File: config.mk
export PLATFORM = sky130hd
export DESIGN_NAME = box_blur_line_filter_flat
export DESIGN_NICKNAME = d
export VERILOG_FILES = /design/src/design/bbl_pkg.sv /design/src/design/bbl_pix_in_if.sv /design/src/design/bbl_pix_out_if.sv /design/src/design/bbl_ctrl.sv /design/src/design/bbl_datapath.sv /design/src/design/box_blur_line_filter.sv /design/src/flat_wrapper.sv
export SDC_FILE = /design/constraint.sdc
export NUM_CORES = 2
export LEC_CHECK = 0
export BUFFER_PORTS_ARGS = -buffer_cell sky130_fd_sc_hd__buf_2
export CORE_UTILIZATION = 45
export CTS_CLUSTER_SIZE = 30
export DETAILED_ROUTE_END_ITERATION = 10
export GPL_ROUTABILITY_DRIVEN = 0
export SYNTH_ARGS = -nofsm -noshare
export SYNTH_HDL_FRONTEND = slang
export SYNTH_SLANG_ARGS = --single-unit
File: constraint.sdc
create_clock -name i_clk -period 8.3 [get_ports i_clk]
set_input_delay 1.245 -clock i_clk [delete_from_list [all_inputs] [get_ports i_clk]]
set_output_delay 1.245 -clock i_clk [all_outputs]
set_load 0.05 [all_outputs]
File: src/design/bbl_pkg.sv
`timescale 1ns / 1ps
// ---------------------------------------------------------------------------
// bbl_pkg
// Shared types and constants for the horizontal box blur line filter.
// ---------------------------------------------------------------------------
package bbl_pkg;

    localparam int CHAN_W    = 8;
    localparam int NCH       = 3;
    localparam int RADIUS_W  = 6;
    localparam int DIV_W     = RADIUS_W + 1;
    localparam int SUM_W     = 15;
    localparam int CNT_W     = 7;
    localparam int DIV_CNT_W = 4;

    localparam logic [RADIUS_W-1:0]  RADIUS_RESET = 6'd25;
    localparam logic [CNT_W-1:0]     RESULT_CAP   = 7'd64;
    localparam logic [DIV_CNT_W-1:0] DIV_LAST     = 4'(SUM_W - 1);

    typedef logic [CHAN_W-1:0] t_chan;

    typedef struct packed {
        t_chan red;
        t_chan green;
        t_chan blue;
    } t_pixel;

    typedef struct packed {
        logic accept;
        logic setup_walk;
        logic walk_step;
        logic div_start;
        logic div_step;
        logic load_out;
        logic finish;
    } t_cmd;

    typedef struct packed {
        logic emit;
        logic walk_done;
        logic div_done;
        logic out_free;
    } t_status;

endpackage

File: src/design/bbl_pix_in_if.sv
`timescale 1ns / 1ps
// ---------------------------------------------------------------------------
// bbl_pix_in_if
// Incoming pixel channel: valid/ready handshake with RGB and line end flag.
// ---------------------------------------------------------------------------
interface bbl_pix_in_if import bbl_pkg::*; ();

    logic  valid;
    logic  ready;
    t_chan red_in;
    t_chan green_in;
    t_chan blue_in;
    logic  line_end_in;

    modport source (
        output valid, red_in, green_in, blue_in, line_end_in,
        input  ready
    );

    modport sink (
        input  valid, red_in, green_in, blue_in, line_end_in,
        output ready
    );

endinterface

File: src/design/bbl_pix_out_if.sv
`timescale 1ns / 1ps
// ---------------------------------------------------------------------------
// bbl_pix_out_if
// Blurred pixel channel: valid/ready handshake with RGB and line end flag.
// ---------------------------------------------------------------------------
interface bbl_pix_out_if import bbl_pkg::*; ();

    logic  valid;
    logic  ready;
    t_chan red_out;
    t_chan green_out;
    t_chan blue_out;
    logic  line_end_out;

    modport source (
        output valid, red_out, green_out, blue_out, line_end_out,
        input  ready
    );

    modport sink (
        input  valid, red_out, green_out, blue_out, line_end_out,
        output ready
    );

endinterface

File: src/design/bbl_ctrl.sv
`timescale 1ns / 1ps
// ---------------------------------------------------------------------------
// bbl_ctrl
// Sequencer: accepts a pixel, then per due result walks the window, divides
// and hands the result to the output register.
// ---------------------------------------------------------------------------
module bbl_ctrl import bbl_pkg::*; (
    input  logic    i_clk,
    input  logic    i_rst_n,
    input  logic    i_in_valid,
    output logic    o_in_ready,
    input  t_status i_status,
    output t_cmd    o_cmd
);

    localparam logic [2:0] S_IDLE  = 3'd0;
    localparam logic [2:0] S_CHECK = 3'd1;
    localparam logic [2:0] S_WALK  = 3'd2;
    localparam logic [2:0] S_DRAIN = 3'd3;
    localparam logic [2:0] S_DLOAD = 3'd4;
    localparam logic [2:0] S_DIV   = 3'd5;
    localparam logic [2:0] S_OUT   = 3'd6;

    logic [2:0] r_state;
    logic [2:0] n_state;

    always_ff @(posedge i_clk) begin
        if (!i_rst_n) begin
            r_state <= S_IDLE;
        end else begin
            r_state <= n_state;
        end
    end

    always_comb begin
        n_state    = r_state;
        o_cmd      = '0;
        o_in_ready = 1'b0;
        unique case (r_state)
            S_IDLE: begin
                o_in_ready = 1'b1;
                if (i_in_valid) begin
                    o_cmd.accept = 1'b1;
                    n_state      = S_CHECK;
                end
            end
            S_CHECK: begin
                if (i_status.emit) begin
                    o_cmd.setup_walk = 1'b1;
                    n_state          = S_WALK;
                end else begin
                    o_cmd.finish = 1'b1;
                    n_state      = S_IDLE;
                end
            end
            S_WALK: begin
                o_cmd.walk_step = 1'b1;
                if (i_status.walk_done) begin
                    n_state = S_DRAIN;
                end
            end
            S_DRAIN: begin
                n_state = S_DLOAD;
            end
            S_DLOAD: begin
                o_cmd.div_start = 1'b1;
                n_state         = S_DIV;
            end
            S_DIV: begin
                o_cmd.div_step = 1'b1;
                if (i_status.div_done) begin
                    n_state = S_OUT;
                end
            end
            S_OUT: begin
                if (i_status.out_free) begin
                    o_cmd.load_out = 1'b1;
                    n_state        = S_CHECK;
                end
            end
            default: begin
                n_state = S_IDLE;
            end
        endcase
    end

endmodule

File: src/design/bbl_datapath.sv
`timescale 1ns / 1ps
// ---------------------------------------------------------------------------
// bbl_datapath
// Pixel ring, line positions, window accumulator, radix-2 dividers and the
// output register.
// ---------------------------------------------------------------------------
module bbl_datapath import bbl_pkg::*; #(
    parameter int RING_DEPTH      = 128,
    parameter int MAX_LINE_LENGTH = 4096
) (
    input  logic                i_clk,
    input  logic                i_rst_n,
    input  logic                i_cfg_we,
    input  logic [RADIUS_W-1:0] i_cfg_wdata,
    input  t_pixel              i_pix,
    input  logic                i_pix_end,
    input  t_cmd                i_cmd,
    output t_status             o_status,
    input  logic                i_res_ready,
    output logic                o_res_valid,
    output t_pixel              o_res,
    output logic                o_res_end
);

    localparam int POS_W = $clog2(MAX_LINE_LENGTH + 1);
    localparam int SL_W  = $clog2(RING_DEPTH);
    localparam int WW    = ((POS_W > RADIUS_W + 1) ? POS_W : RADIUS_W + 1) + 2;

    localparam logic [POS_W-1:0] POS_LAST  = POS_W'(MAX_LINE_LENGTH - 1);
    localparam logic [SL_W-1:0]  SLOT_LAST = SL_W'(RING_DEPTH - 1);

    t_pixel r_ring [RING_DEPTH];

    logic [RADIUS_W-1:0]    r_radius;
    logic [POS_W-1:0]       r_in_pos;
    logic [SL_W-1:0]        r_in_slot;
    logic [POS_W-1:0]       r_out_pos;
    logic [CNT_W-1:0]       r_cnt;
    logic                   r_last;
    t_pixel                 r_first;

    logic signed [WW-1:0]   r_w;
    logic signed [WW-1:0]   r_lo;
    logic signed [WW-1:0]   r_hi;
    logic [SL_W-1:0]        r_slot;
    t_pixel                 r_rd_data;
    logic                   r_add_pend;
    logic                   r_add_first;

    logic [SUM_W-1:0]       r_sum [NCH];
    logic [SUM_W-1:0]       r_dvd [NCH];
    logic [DIV_W-1:0]       r_rem [NCH];
    logic [DIV_CNT_W-1:0]   r_div_cnt;

    logic                   r_out_vld;
    t_pixel                 r_out;
    logic                   r_out_end;

    logic signed [WW-1:0]   w_x;
    logic signed [WW-1:0]   w_p;
    logic signed [WW-1:0]   w_r;
    logic signed [WW-1:0]   w_hi;
    logic signed [WW-1:0]   w_lo;
    logic [DIV_W-1:0]       w_div;
    t_pixel                 w_add_px;
    t_chan                  w_add_ch [NCH];
    logic [SUM_W-1:0]       n_dvd [NCH];
    logic [DIV_W-1:0]       n_rem [NCH];
    logic [DIV_W:0]         w_trial [NCH];
    logic                   n_last;

    assign w_x   = $signed(WW'(r_out_pos));
    assign w_p   = $signed(WW'(r_in_pos));
    assign w_r   = $signed(WW'(r_radius));
    assign w_hi  = w_x + w_r;
    assign w_lo  = w_x - w_r;
    assign w_div = {r_radius, 1'b1};

    assign n_last = i_pix_end || (r_in_pos >= POS_LAST);

    assign o_status.emit      = (w_x <= w_p) && (r_last || (w_hi <= w_p))
                                && (r_cnt < RESULT_CAP);
    assign o_status.walk_done = (r_w == r_lo);
    assign o_status.div_done  = (r_div_cnt == '0);
    assign o_status.out_free  = !r_out_vld || i_res_ready;

    assign w_add_px    = r_add_first ? r_first : r_rd_data;
    assign w_add_ch[0] = w_add_px.red;
    assign w_add_ch[1] = w_add_px.green;
    assign w_add_ch[2] = w_add_px.blue;

    // one quotient bit per step, quotient shifts into the dividend register
    always_comb begin
        for (int c = 0; c < NCH; c++) begin
            w_trial[c] = {r_rem[c], r_dvd[c][SUM_W-1]};
            if (w_trial[c] >= {1'b0, w_div}) begin
                n_rem[c] = DIV_W'(w_trial[c] - {1'b0, w_div});
                n_dvd[c] = {r_dvd[c][SUM_W-2:0], 1'b1};
            end else begin
                n_rem[c] = w_trial[c][DIV_W-1:0];
                n_dvd[c] = {r_dvd[c][SUM_W-2:0], 1'b0};
            end
        end
    end

    always_ff @(posedge i_clk) begin
        if (i_cmd.accept) begin
            r_ring[r_in_slot] <= i_pix;
        end
        r_rd_data <= r_ring[r_slot];
    end

    always_ff @(posedge i_clk) begin
        if (!i_rst_n) begin
            r_radius   <= RADIUS_RESET;
            r_in_pos   <= '0;
            r_in_slot  <= '0;
            r_out_pos  <= '0;
            r_cnt      <= '0;
            r_last     <= 1'b0;
            r_add_pend <= 1'b0;
            r_div_cnt  <= '0;
            r_out_vld  <= 1'b0;
        end else begin
            if (i_cfg_we) begin
                r_radius <= i_cfg_wdata;
            end
            if (i_cmd.accept) begin
                r_last <= n_last;
                r_cnt  <= '0;
            end
            if (i_cmd.finish) begin
                if (r_last) begin
                    r_in_pos  <= '0;
                    r_in_slot <= '0;
                    r_out_pos <= '0;
                end else begin
                    r_in_pos  <= r_in_pos + POS_W'(1);
                    r_in_slot <= (r_in_slot == SLOT_LAST) ? '0 : r_in_slot + SL_W'(1);
                end
            end
            r_add_pend <= i_cmd.walk_step && (r_w <= r_hi);
            if (i_cmd.div_start) begin
                r_div_cnt <= DIV_LAST;
            end else if (i_cmd.div_step) begin
                r_div_cnt <= r_div_cnt - DIV_CNT_W'(1);
            end
            if (i_cmd.load_out) begin
                r_out_pos <= r_out_pos + POS_W'(1);
                r_cnt     <= r_cnt + CNT_W'(1);
                r_out_vld <= 1'b1;
            end else if (i_res_ready) begin
                r_out_vld <= 1'b0;
            end
        end
    end

    always_ff @(posedge i_clk) begin
        if (i_cmd.accept && (r_in_pos == '0)) begin
            r_first <= i_pix;
        end
        // walk runs from max(p, x+r) down to x-r; slot tracks min(w, p)
        if (i_cmd.setup_walk) begin
            r_w    <= (w_hi > w_p) ? w_hi : w_p;
            r_hi   <= w_hi;
            r_lo   <= w_lo;
            r_slot <= r_in_slot;
        end else if (i_cmd.walk_step) begin
            r_w <= r_w - WW'(1);
            if (r_w <= w_p) begin
                r_slot <= (r_slot == '0) ? SLOT_LAST : r_slot - SL_W'(1);
            end
        end
        if (i_cmd.walk_step) begin
            r_add_first <= (r_w < 0);
        end
        for (int c = 0; c < NCH; c++) begin
            if (i_cmd.setup_walk) begin
                r_sum[c] <= '0;
            end else if (r_add_pend) begin
                r_sum[c] <= r_sum[c] + SUM_W'(w_add_ch[c]);
            end
            if (i_cmd.div_start) begin
                r_dvd[c] <= r_sum[c];
                r_rem[c] <= '0;
            end else if (i_cmd.div_step) begin
                r_dvd[c] <= n_dvd[c];
                r_rem[c] <= n_rem[c];
            end
        end
        if (i_cmd.load_out) begin
            r_out.red   <= r_dvd[0][CHAN_W-1:0];
            r_out.green <= r_dvd[1][CHAN_W-1:0];
            r_out.blue  <= r_dvd[2][CHAN_W-1:0];
            r_out_end   <= r_last && (r_out_pos == r_in_pos);
        end
    end

    assign o_res_valid = r_out_vld;
    assign o_res       = r_out;
    assign o_res_end   = r_out_end;

endmodule

File: src/design/box_blur_line_filter.sv
`timescale 1ns / 1ps
// ---------------------------------------------------------------------------
// box_blur_line_filter
// Horizontal box blur over a line of RGB pixels with clamped line ends.
// Per result, the window is walked over one ring read port, then a 15-step
// divider runs; an output stall holds the result back. One pixel in flight;
// its results reach the output register before the next transfer is taken.
// Synchronous active-low reset: radius 25, positions zero, ring not cleared.
// ---------------------------------------------------------------------------
module box_blur_line_filter import bbl_pkg::*; #(
    parameter int RING_DEPTH      = 128,
    parameter int MAX_LINE_LENGTH = 4096
) (
    input  logic                i_clk,
    input  logic                i_rst_n,
    input  logic                i_cfg_we,
    input  logic [RADIUS_W-1:0] i_cfg_wdata,
    bbl_pix_in_if.sink          i_pix,
    bbl_pix_out_if.source       o_pix
);

    t_cmd    w_cmd;
    t_status w_status;
    t_pixel  w_in_px;
    t_pixel  w_res;
    logic    w_in_ready;

    assign w_in_px.red   = i_pix.red_in;
    assign w_in_px.green = i_pix.green_in;
    assign w_in_px.blue  = i_pix.blue_in;
    assign i_pix.ready   = w_in_ready;

    bbl_ctrl u_ctrl (
        .i_clk      (i_clk),
        .i_rst_n    (i_rst_n),
        .i_in_valid (i_pix.valid),
        .o_in_ready (w_in_ready),
        .i_status   (w_status),
        .o_cmd      (w_cmd)
    );

    bbl_datapath #(
        .RING_DEPTH      (RING_DEPTH),
        .MAX_LINE_LENGTH (MAX_LINE_LENGTH)
    ) u_datapath (
        .i_clk       (i_clk),
        .i_rst_n     (i_rst_n),
        .i_cfg_we    (i_cfg_we),
        .i_cfg_wdata (i_cfg_wdata),
        .i_pix       (w_in_px),
        .i_pix_end   (i_pix.line_end_in),
        .i_cmd       (w_cmd),
        .o_status    (w_status),
        .i_res_ready (o_pix.ready),
        .o_res_valid (o_pix.valid),
        .o_res       (w_res),
        .o_res_end   (o_pix.line_end_out)
    );

    assign o_pix.red_out   = w_res.red;
    assign o_pix.green_out = w_res.green;
    assign o_pix.blue_out  = w_res.blue;

endmodule
File: src/flat_wrapper.sv
// flat-port wrapper written by rule: the top's interface ports become plain ports
module box_blur_line_filter_flat import bbl_pkg::*;
#(
    parameter int RING_DEPTH      = 128,
    parameter int MAX_LINE_LENGTH = 4096
)
  (i_clk, i_rst_n, i_cfg_we, i_cfg_wdata, i_pix_valid, i_pix_red_in, i_pix_green_in, i_pix_blue_in, i_pix_line_end_in, i_pix_ready, o_pix_valid, o_pix_red_out, o_pix_green_out, o_pix_blue_out, o_pix_line_end_out, o_pix_ready);
  bbl_pix_in_if i_pix_i ();
  bbl_pix_out_if o_pix_i ();
  input  logic i_clk;
  input  logic i_rst_n;
  input  logic i_cfg_we;
  input  logic [RADIUS_W-1:0] i_cfg_wdata;
  input wire logic [$bits(i_pix_i.valid)-1:0] i_pix_valid;
  input wire logic [$bits(i_pix_i.red_in)-1:0] i_pix_red_in;
  input wire logic [$bits(i_pix_i.green_in)-1:0] i_pix_green_in;
  input wire logic [$bits(i_pix_i.blue_in)-1:0] i_pix_blue_in;
  input wire logic [$bits(i_pix_i.line_end_in)-1:0] i_pix_line_end_in;
  output wire logic [$bits(i_pix_i.ready)-1:0] i_pix_ready;
  output wire logic [$bits(o_pix_i.valid)-1:0] o_pix_valid;
  output wire logic [$bits(o_pix_i.red_out)-1:0] o_pix_red_out;
  output wire logic [$bits(o_pix_i.green_out)-1:0] o_pix_green_out;
  output wire logic [$bits(o_pix_i.blue_out)-1:0] o_pix_blue_out;
  output wire logic [$bits(o_pix_i.line_end_out)-1:0] o_pix_line_end_out;
  input wire logic [$bits(o_pix_i.ready)-1:0] o_pix_ready;
  assign i_pix_i.valid = i_pix_valid;
  assign i_pix_i.red_in = i_pix_red_in;
  assign i_pix_i.green_in = i_pix_green_in;
  assign i_pix_i.blue_in = i_pix_blue_in;
  assign i_pix_i.line_end_in = i_pix_line_end_in;
  assign i_pix_ready = i_pix_i.ready;
  assign o_pix_valid = o_pix_i.valid;
  assign o_pix_red_out = o_pix_i.red_out;
  assign o_pix_green_out = o_pix_i.green_out;
  assign o_pix_blue_out = o_pix_i.blue_out;
  assign o_pix_line_end_out = o_pix_i.line_end_out;
  assign o_pix_i.ready = o_pix_ready;
  box_blur_line_filter #(.RING_DEPTH(RING_DEPTH), .MAX_LINE_LENGTH(MAX_LINE_LENGTH)) u_core (.i_clk(i_clk), .i_rst_n(i_rst_n), .i_cfg_we(i_cfg_we), .i_cfg_wdata(i_cfg_wdata), .i_pix(i_pix_i), .o_pix(o_pix_i));
endmodule
==> flow_summary.ini <==
[outcome]
status = finished with violations
violations = max-capacitance violations

[yosys]
synth_top_family_by_area = multiplexers
synth_compound_area_share_pct = 3.585
syn_area_sq_um = 133900
synth.top_cells.by_count = edfxtp_1, mux4_2, mux2i_1, nor2_1, clkbuf_1
yosys_warnings = 0
synth.area.top_cells = edfxtp_1, mux4_2, mux2i_1
synthCells = 6634
synth_ff_type = edfxtp_1
synth_top_area_share_pct = 73.58
syn_area_per_cell_sq_um = 20.19
ys_ff_latch = 3362
synth_xor_xnor_area_share_pct = 0.6801
muxShareOfSynthArea_pct = 15.54
synth-seq-area-share_pct = 74.78
syn_nets = 6798
synth_adder_area_share_pct = 1.241
synth_largest_area_cell = edfxtp_1
yosysUniqueCellTypes = 69
synthSimpleGateAreaFrac_pct = 2.515
synthMostInstantiatedCell = edfxtp_1
synth-edff-count = 3282
synthArstFlopShare_pct = 0

[die]
die_h_microns = 547.6
die_w_microns = 547.6
boundaryPins = 63
num_rows = 199
dieArea_sq_um = 299800
initial_core_util_pct = 45.39
core_area_sq_um = 295100

[clock_network]
cts_root_buffer = clkbuf_16
cts_max_level = 5
cts_hold_buf = 0
cts_sinks = 3362
cts.clk_slew.worst_paths_ns = 0.06
clock_latency_ns = 0.97
post_cts_resize_count = 0
clk_path_buf_depth = 4
cts-buffers-inserted = 348
cts_tree = done
post-cts-setup-buffer-count = 0

[setup_path]
crit_fanout = 45
required_ns = 8.86
arrival_ns = 6.58
path_class = reg2reg
crit_path_start_kind = register
crit_path_end_kind = register

[final_layout]
fin_nets = 7080
fin_area_sq_um = 151200
drive_above_1_share_pct = 24.50
area_delta_synth_final_pct = 12.88
num-fill-cells = 23240

[sta]
hold_violations = 0
fin_crit_ns = 6.026
fin_skew_ns = 0.06394
drv_slew = 0
worst_slew_pin_slew_ns = 1.471
tns_ns = 0
hold_ws_ns = 0.4501
setup_viol = 0
period_share_pct = 72.60
slew_headroom_pct = 1.316
max_freq_mhz = 165.9
grt_setup_unrepaired = false

[min_path]
worstHoldPathType = reg2reg

[route]
wl_microns = 359300
vias_per_cell = 6.143
drt_iter0_drc = 8052
first_pass_iters = 6
vias = 68380
drc = 0
postRouteAntennaNets = 0
routedWlPerCell_microns = 32.28

[flow_run]
maxCapViolCount = 1

[global_route]
grt_max_degree = 112
antenna_found_initial = 12
overflow = 0
grt_usage_pct = 23.83
grt_first_pass_wirelength_microns = 509600
grt_pass1_vias = 68390

[placement]
port_buffers = 62
post-dp-hpwl_microns = 205400
postPlaceCellArea_sq_um = 139900

[power]
vdd_drop_max_uv = 172.0
p_leak_uw = 0.04816
p_per_area_nw_per_um2 = 274.1
-- critical path, stage by stage (launching register included) --
cell      delay, ns
dfxtp_1        0.41
inv_1          0.17
ha_1           0.32
nand2b_1       0.10
a21oi_1        0.09
o21ai_1        0.44
nand2_1        0.10
o311ai_0       0.87
ha_1           0.28
nand4_1        0.13
nor4_1         0.59
nor3_1         0.09
o21ai_0        0.13
o311a_1        0.39
nand3_2        0.46
nand2b_2       1.03
-- cell type report --
cell class | count | area [sq um] | area share, %
well taps | 3919 | 4903 | 3.243
inverters | 94 | 367.9 | 0.2433
clock buffers | 430 | 9119 | 6.031
clock inverters | 207 | 2191 | 1.449
diodes | 9 | 22.52 | 0.01490
flip-flops and latches | 3362 | 100200 | 66.25
multi-input cells | 2823 | 32120 | 21.25
repair buffers | 287 | 2310 | 1.528
-- report_power, final --
| part | internal (uW) | total [uW] | switching [uW] |
|---|---|---|---|
| registers | 18900 | 19200 | 250 |
| clock network | 8900 | 15500 | 6640 |
| logic | 2560 | 6730 | 4160 |
-- cells in the final DEF (no fill, tap or decap), types with 15 or more instances in the layout --
cell and count:
a21oi_1 134, nand2_1 130, bufinv_16 33, dfxtp_1 80, nor2_1 172, clkinv_1 69
inv_1 90, a211oi_1 51, o21a_1 15, clkinv_2 62, o221ai_1 111, xor2_1 38
mux2_2 76, nand4_1 26, or3_1 17, a221oi_1 15, nor2_2 104, nand3_1 63
o22ai_1 104, buf_12 20, xnor2_1 66, a21o_1 28, clkbuf_16 350, o32ai_1 17
nor3_1 73, buf_4 229, o21ai_0 102, nor2_4 26, ha_1 120, and3_1 22
clkbuf_1 74, buf_2 38, a211o_1 24, mux4_2 736, edfxtp_1 3282, nor2b_1 24
mux2i_1 335
-- logic make-up (layout without fill, tap and decap cells) --
kind of cell / after synthesis / count (layout)
compound gates: 705 / 705
other cells: 0 / 9
buf+inv: 449 / 1018
xor+xnor: 104 / 104
simple gates: 736 / 736
mux: 1150 / 1150
flops: 3362 / 3362
fa+ha+maj: 128 / 128
-- routing by layer --
layer  vias to the layer above  GRT usage (%)  routed length [microns]
met5                         -              0                       36
met4                         6          8.927                    13870
met3                       520          3.731                    28540
met2                      2912          37.59                   169500
met1                     36770          33.67                   147300
li1                      28170              -                        -
-- final timing paths --
check,start,end,slack [ns],cells after the start
max,u_core.u_datapath.r_radius[1],u_core.u_datapath.r_sum[2][13],2.27,15
min,u_core.u_datapath.r_dvd[0][6],u_core.u_datapath.o_res[22],0.45,0
max reg2reg,u_core.u_datapath.r_radius[1],u_core.u_datapath.r_sum[2][13],2.27,15
min reg2reg,u_core.u_datapath.r_dvd[0][6],u_core.u_datapath.o_res[22],0.45,0
-- sequential cells by signal, summed over array words and instances (netlist names), 3 cells and up --
name,count
u_core.u_ctrl.r_state,3
u_core.u_datapath.o_res,24
u_core.u_datapath.r_cnt,7
u_core.u_datapath.r_div_cnt,4
u_core.u_datapath.r_dvd,45
u_core.u_datapath.r_first,24
u_core.u_datapath.r_hi,13
u_core.u_datapath.r_in_pos,13
u_core.u_datapath.r_in_slot,7
u_core.u_datapath.r_lo,14
u_core.u_datapath.r_out_pos,13
u_core.u_datapath.r_radius,6
u_core.u_datapath.r_rd_data,24
u_core.u_datapath.r_rem,21
u_core.u_datapath.r_ring,3072
u_core.u_datapath.r_slot,7
u_core.u_datapath.r_sum,45
u_core.u_datapath.r_w,15
-- per-stage QoR --
step	setup slack [ns]	total power [uW]	std cells	util [%]
2_1_floorplan	3.196	23650	6634	-
3_3_place_gp	2.444	26190	10490	47.40
3_5_place_dp	2.285	26250	10490	47.40
4_1_cts	2.281	41680	11120	51.23
5_1_grt	1.904	42630	11120	51.24
6_report	2.274	41440	11130	51.24
(Power assumes the default switching activity.)
